### src/rtl/core/sli_pkg.sv
// Shared constants, codes and types for the sorted list insert block.
package sli_pkg;

    localparam int SLOTS   = 64;
    localparam int CELLS   = SLOTS - 1;
    localparam int STEP_W  = (CELLS > 1) ? $clog2(CELLS) : 1;
    localparam int NEXT0   = 1 % CELLS;
    localparam int VALUE_W = 32;

    localparam logic OP_INSERT = 1'b0;
    localparam logic OP_DUMP   = 1'b1;

    typedef enum logic [1:0] {
        ST_INSERTED = 2'd0,
        ST_OVERFLOW = 2'd1,
        ST_ENTRY    = 2'd2,
        ST_EMPTY    = 2'd3
    } status_t;

    typedef struct packed {
        logic                       insert;
        logic                       rotate;
        logic signed [VALUE_W-1:0]  item;
    } cell_ctl_t;

endpackage

### src/rtl/core/sli_cell.sv
// One storage cell of the sorted chain: shift-insert and ring rotation.
module sli_cell (
    input  logic                               clk,
    input  logic                               rst_n,
    input  sli_pkg::cell_ctl_t                 ctl,
    input  logic                               prev_shift,
    input  logic signed [sli_pkg::VALUE_W-1:0] prev_value,
    input  logic                               prev_valid,
    input  logic signed [sli_pkg::VALUE_W-1:0] next_value,
    input  logic                               next_valid,
    output logic signed [sli_pkg::VALUE_W-1:0] value,
    output logic                               valid,
    output logic                               ins_here
);

    logic signed [sli_pkg::VALUE_W-1:0] value_reg;
    logic signed [sli_pkg::VALUE_W-1:0] value_next;
    logic                               valid_reg;
    logic                               valid_next;

    assign ins_here = !valid_reg || (ctl.item < value_reg);

    always_comb
    begin
        value_next = value_reg;
        valid_next = valid_reg;
        if (ctl.insert && ins_here)
        begin
            if (prev_shift)
            begin
                value_next = prev_value;
                valid_next = prev_valid;
            end
            else
            begin
                value_next = ctl.item;
                valid_next = 1'b1;
            end
        end
        else if (ctl.rotate)
        begin
            value_next = next_value;
            valid_next = next_valid;
        end
    end

    always_ff @(posedge clk or negedge rst_n)
    begin
        if (!rst_n)
        begin
            valid_reg <= 1'b0;
        end
        else
        begin
            valid_reg <= valid_next;
        end
    end

    always_ff @(posedge clk)
    begin
        value_reg <= value_next;
    end

    assign value = value_reg;
    assign valid = valid_reg;

endmodule

### config.mk
export PLATFORM = sky130hd
export DESIGN_NAME = sli_cell
export DESIGN_NICKNAME = d
export VERILOG_FILES = /design/src/rtl/core/sli_pkg.sv /design/src/rtl/core/sli_cell.sv
export SDC_FILE = /design/constraint.sdc
export NUM_CORES = 1
export LEC_CHECK = 0
export ABC_AREA = 0
export BUFFER_PORTS_ARGS = -buffer_cell sky130_fd_sc_hd__clkbuf_2
export CORE_AREA = 2 2 94 96
export DETAILED_ROUTE_END_ITERATION = 6
export DIE_AREA = 0 0 96 98
export PLACE_DENSITY = 0.67
export RECOVER_POWER = 50
export SYNTH_ARGS = -nofsm -noshare
export SYNTH_HDL_FRONTEND = slang
export SYNTH_SLANG_ARGS = --single-unit
export TNS_END_PERCENT = 1
### constraint.sdc
create_clock -name clk -period 7.3 [get_ports clk]
set_input_delay 0.73 -clock clk [delete_from_list [all_inputs] [get_ports clk]]
set_output_delay 0.73 -clock clk [all_outputs]
set_load 0.05 [all_outputs]
-- Word-level counts from Yosys, hierarchy flattened
Index checks and enable logic that the tools add are counted.
- flip-flop bits (word level): 33
- input port bits: 103
- logic and storage cells: 13
- $lt $le $gt $ge: 1
- mux-type cells: 6
- reductions and logical operators: 4
- operators by type and width (kind ; count):
    $mux W32 ; 3
    $lt A32 B32 Y1 ; 1
    $mux W1 ; 3
    $reduce_bool A2 Y1 ; 1
    $logic_and A1 B1 Y1 ; 1
    $logic_not A1 Y1 ; 1
    $logic_or A1 B1 Y1 ; 1

-- Depth between registers and ports, before layout
- depth after elaboration: 4
- gate-level depth with buffers: 9
- depth with buffers taken out: 8

-- Worst setup path before layout
No wires, ideal clock.
- path type: reg-to-output
- from: register value_reg, in the netlist value[31]
- to: output ins_here
- setup slack: 3.496 ns
- cell stages (with the launch flop): 9
- arrival: 3.074 ns
- buffers on the path: 0
- cell sequence: edfxtp_1 -> inv_1 -> ha_1 -> nand4_1 -> nor4_2 -> nand2_1 -> o22ai_2 -> nor3_1 -> o21ai_0
- word-level cells in the longest chain between the ends: 2
- ends and longest elaborated chain (what ; RTL line ; RTL):
    from (decl) ; sli_cell.sv:16 ; logic signed [sli_pkg::VALUE_W-1:0] value_reg;
    from (signal assigned) ; sli_cell.sv:61 ; value_reg <= value_next;
    $lt A32 B32 Y1 ; sli_cell.sv:21 ; assign ins_here = !valid_reg || (ctl.item < value_reg);
    $logic_or A1 B1 Y1 ; sli_cell.sv:21 ;
    to (decl) ; sli_cell.sv:13 ; output logic ins_here
Every way passes these cells.

-- Worst setup path after layout
- from: input ctl[31] in the netlist's numbering
- to: register value_reg, in the netlist value[1] (data pin)
- word-level cells in the longest chain between the ends: 4
- ends and longest elaborated chain (what ; RTL line ; RTL):
    from (decl) ; sli_cell.sv:5 ; input sli_pkg::cell_ctl_t ctl,
    $lt A32 B32 Y1 ; sli_cell.sv:21 ;
    $logic_or A1 B1 Y1 ; sli_cell.sv:21 ;
    $logic_and A1 B1 Y1 ; sli_cell.sv:27 ; if (ctl.insert && ins_here)
    $mux W32 ; sli_cell.sv:27 ;
    net value_next, one bit ; sli_cell.sv:17 ; logic signed [sli_pkg::VALUE_W-1:0] value_next;
The timed path passes the listed nets, and every way through them passes these cells.
A chain may end at the register's enable or synchronous reset.

==> flow_summary.ini <==
[cells_and_area]
final_util = 0.418
area_growth_syn_to_layout_pct = 27.8
nets = 501
antenna_cells = 0
drive_above_1_share = 0.474
design_area_um2 = 3540
largest_register_ffs = 32

[grt]
grt_use_met3 = 0.0370
met1_usage = 0.164
grt.total_usage = 0.137
antenna_found_initial = 0
grt_pass1_wl_um = 10000
met2_usage = 0.241
grt_busiest_layer = met2
grt_start_max_net_pins = 34
gr-total-overflow = 0
grt_pass1_vias = 2155

[critical_path]
cp_data_required_time_ns = 7.33
criticalPathCategory = in -> reg
slowest_delay_ns = 1.92
cp_max_fo = 33
crit_top_cell = clkbuf_1
setup.worst_path.end_class = register
worstSetupStartpointType = primary input
cp.arrival_ns = 4.81
cp_cell_sequence = clkbuf_1 > ha_1 > nand4_1 > nor4_1 > nand2_1 > a311o_1 > o311ai_0 > clkbuf_1 > mux2_2
slowest_stage = clkbuf_1

[clock_network]
cts_setup_buffers = 0
clkTransAtPathRegs_ns = 0.07
cts-resized-gates = 0
cts_root_buf = clkbuf_8
htree_num_levels = 2
cts_max_path_buffers = 2
cts-hold-fix-buffers = 0
cts_tree = yes
insertion_delay_ns = 0.28
cts_num_sinks = 33
cts_buffers = 5

[timing]
slew_violations = 67
fin_crit_sh = 0.656
hold_viol_final = 0
slew_headroom = -0.749
max_freq_ghz = 0.209
rsz0062_at_grt = false
fin_skew_ns = 0.00494
setup-tns-final_ns = 0
fin_crit_ns = 4.79
setup_viol = 0
tightestPinTransition_ns = 2.62

[die]
core_um2 = 8470
start_util = 0.327
std_cell_rows = 34
die_h_um = 98
die-area_um2 = 9410
die_w_um = 96
num_io_pins = 137

[drt]
antenna_left = 0
drc_errors = 0
finalWirelength_um = 6540
vias = 2164
drt_iter0_drc = 26
firstDrtPassIters = 4
viasPerCell = 4.56
drt-wirelength-per-cell_um = 13.8

[placement]
portBuffers = 136
gp_congestion = 0.813
hpwl_um = 5220
place_area_um2 = 3530

[run]
cap_violations = 2

[synthesis]
synth_top_family_by_area = multiplexers
synthXorXnorAreaFrac = 0
synth_nets = 364
yosys.area_share.adder = 0.140
syn_avg_cell_area_um2 = 12.0
synthMuxAreaShare = 0.306
netlist_instances = 230
ys_seq_area_frac = 0.356
ys_warn_count = 0
ys_seq_elements = 33
synth-compound-area-share = 0.0719
yosysUniqueCellTypes = 29
synth_area_um2 = 2770
yosys.area_share.simple = 0.0592

[pwr]
leakagePower_nw = 1.72
swShare = 0.483
power.density_nw_per_um2 = 353
ir_worst_vdd_mv = 0.149
p_seq_frac = 0.282
power_mw = 1.25
internal-power_mw = 0.645
clkPwrFrac = 0.105
netSwitchingPower_mw = 0.603
power_frac_comb = 0.613

[status]
outcome = finished with violations
violations = max-capacitance violations, max-slew violations

[worst_hold_path]
hold_path_class = in -> async
[kinds of logic (layout without fill, tap and decap cells)]
kind of cell             Yosys count  after routing
adder cells (fa/ha/maj)           31             31
AO/OA/AOI/OAI                     29             29
AND/OR/NAND/NOR                   31             31
multiplexers                      66             66
buffers and inverters             40            177
flip-flops                        33             33
[per-stage QoR]
| step | hold WS (ns) | std cells | worst slack (ns) |
|---|---|---|---|
| 6_report | 0.213 | 475 | 2.51 |
| 2_1_floorplan | 0.434 | 230 | 3.50 |
| 4_1_cts | 0.198 | 475 | 3.79 |
| 3_5_place_dp | 0.506 | 468 | 3.67 |
| 3_3_place_gp | 0.506 | 468 | 3.79 |
| 5_1_grt | 0.192 | 475 | 2.10 |
[worst paths after layout]
kind	start	to	slack [ns]	cells after the start
min reg2reg	valid	valid	0.66	2
max reg2reg	value[31]	value[1]	2.66	9
min	rst_n	valid	0.21	1
max in group asynchronous	rst_n	valid	7.00	1
min in group clk	valid	valid	0.66	2
max	ctl[31]	value[1]	2.51	9
[critical path: cells and delay by family]
family / cells / cell delay (ns)
AOI/OAI and AO/OA: 2 / 0.46
muxes: 1 / 0.47
and+or+nand+nor: 3 / 0.77
buffers and inverters: 2 / 2.02
adders and majority gates: 1 / 0.37
[metal layers]
layer	wire (µm)	part of all wire
met5	0	0
met4	78	0.012
met3	443	0.068
met2	3140	0.48
met1	2880	0.44
[area by class of cell]
| cell class | instances | area, µm² |
|---|---|---|
| clock buffer | 6 | 72.6 |
| timing repair buffer | 137 | 642 |
| sequential | 33 | 986 |
| fill | 834 | 4930 |
| multi-input combinational | 157 | 1570 |
| tap | 108 | 135 |
| clock inverter | 1 | 3.75 |
| inverter | 33 | 124 |
[layout by cell type (no fill, tap or decap)]
cell type	synthesis	final
o21ai_0	8	8
nor4_1	0	1
edfxtp_1	32	32
o22ai_2	1	1
a311o_1	1	1
mux2i_1	2	2
nor3_1	1	1
clkbuf_2	0	102
nand2b_4	1	1
or2_0	0	1
mux2_2	36	36
ha_1	31	31
a2111o_1	1	1
clkbuf_1	4	36
a211oi_2	1	1
clkinv_1	0	1
nand2_1	14	14
clkbuf_8	0	5
nor2_1	3	3
inv_1	33	33
dfrtp_1	1	1
nand2b_1	2	2
a21oi_1	14	14
nor2b_1	1	1
o311ai_0	0	1
nand4_1	4	4
and4_1	1	1
o21a_1	1	1
a221oi_1	1	1
mux2_4	28	28
nand3_1	2	2
[power by group through the flow]
| stage | combinational (mW) | sequential [mW] | clock, mW |
|---|---|---|---|
| detailed placement | 0.781 | 0.357 | 0 |
| global route | 0.828 | 0.364 | 0.145 |
| global placement | 0.769 | 0.353 | 0 |
| floorplan | 0.378 | 0.600 | 0 |
| CTS | 0.783 | 0.353 | 0.137 |
| finish | 0.765 | 0.352 | 0.131 |
[synthesized netlist by cell type, drive strengths merged]
cell type	number	area, µm²
dfrtp	1	25.0
nor2b	1	6.26
buf	3	45.0
nand2b	3	26.3
clkbuf	4	15.0
nor4	1	12.5
nand2	14	52.6
mux2	64	826
o21a	1	7.51
a2111o	1	11.3
o21ai	8	40.0
or2	1	6.26
o22ai	1	12.5
inv	33	124
ha	31	388
o311ai	1	26.3
a221oi	1	8.76
and4	1	8.76
nand3	2	10.0
mux2i	2	20.0
a211oi	1	12.5
nand4	4	25.0
nor3	1	5.00
nor2	3	11.3
a311o	1	10.0
edfxtp	32	961
a21oi	14	70.1
No activity file was read; power rests on OpenSTA's default activity.
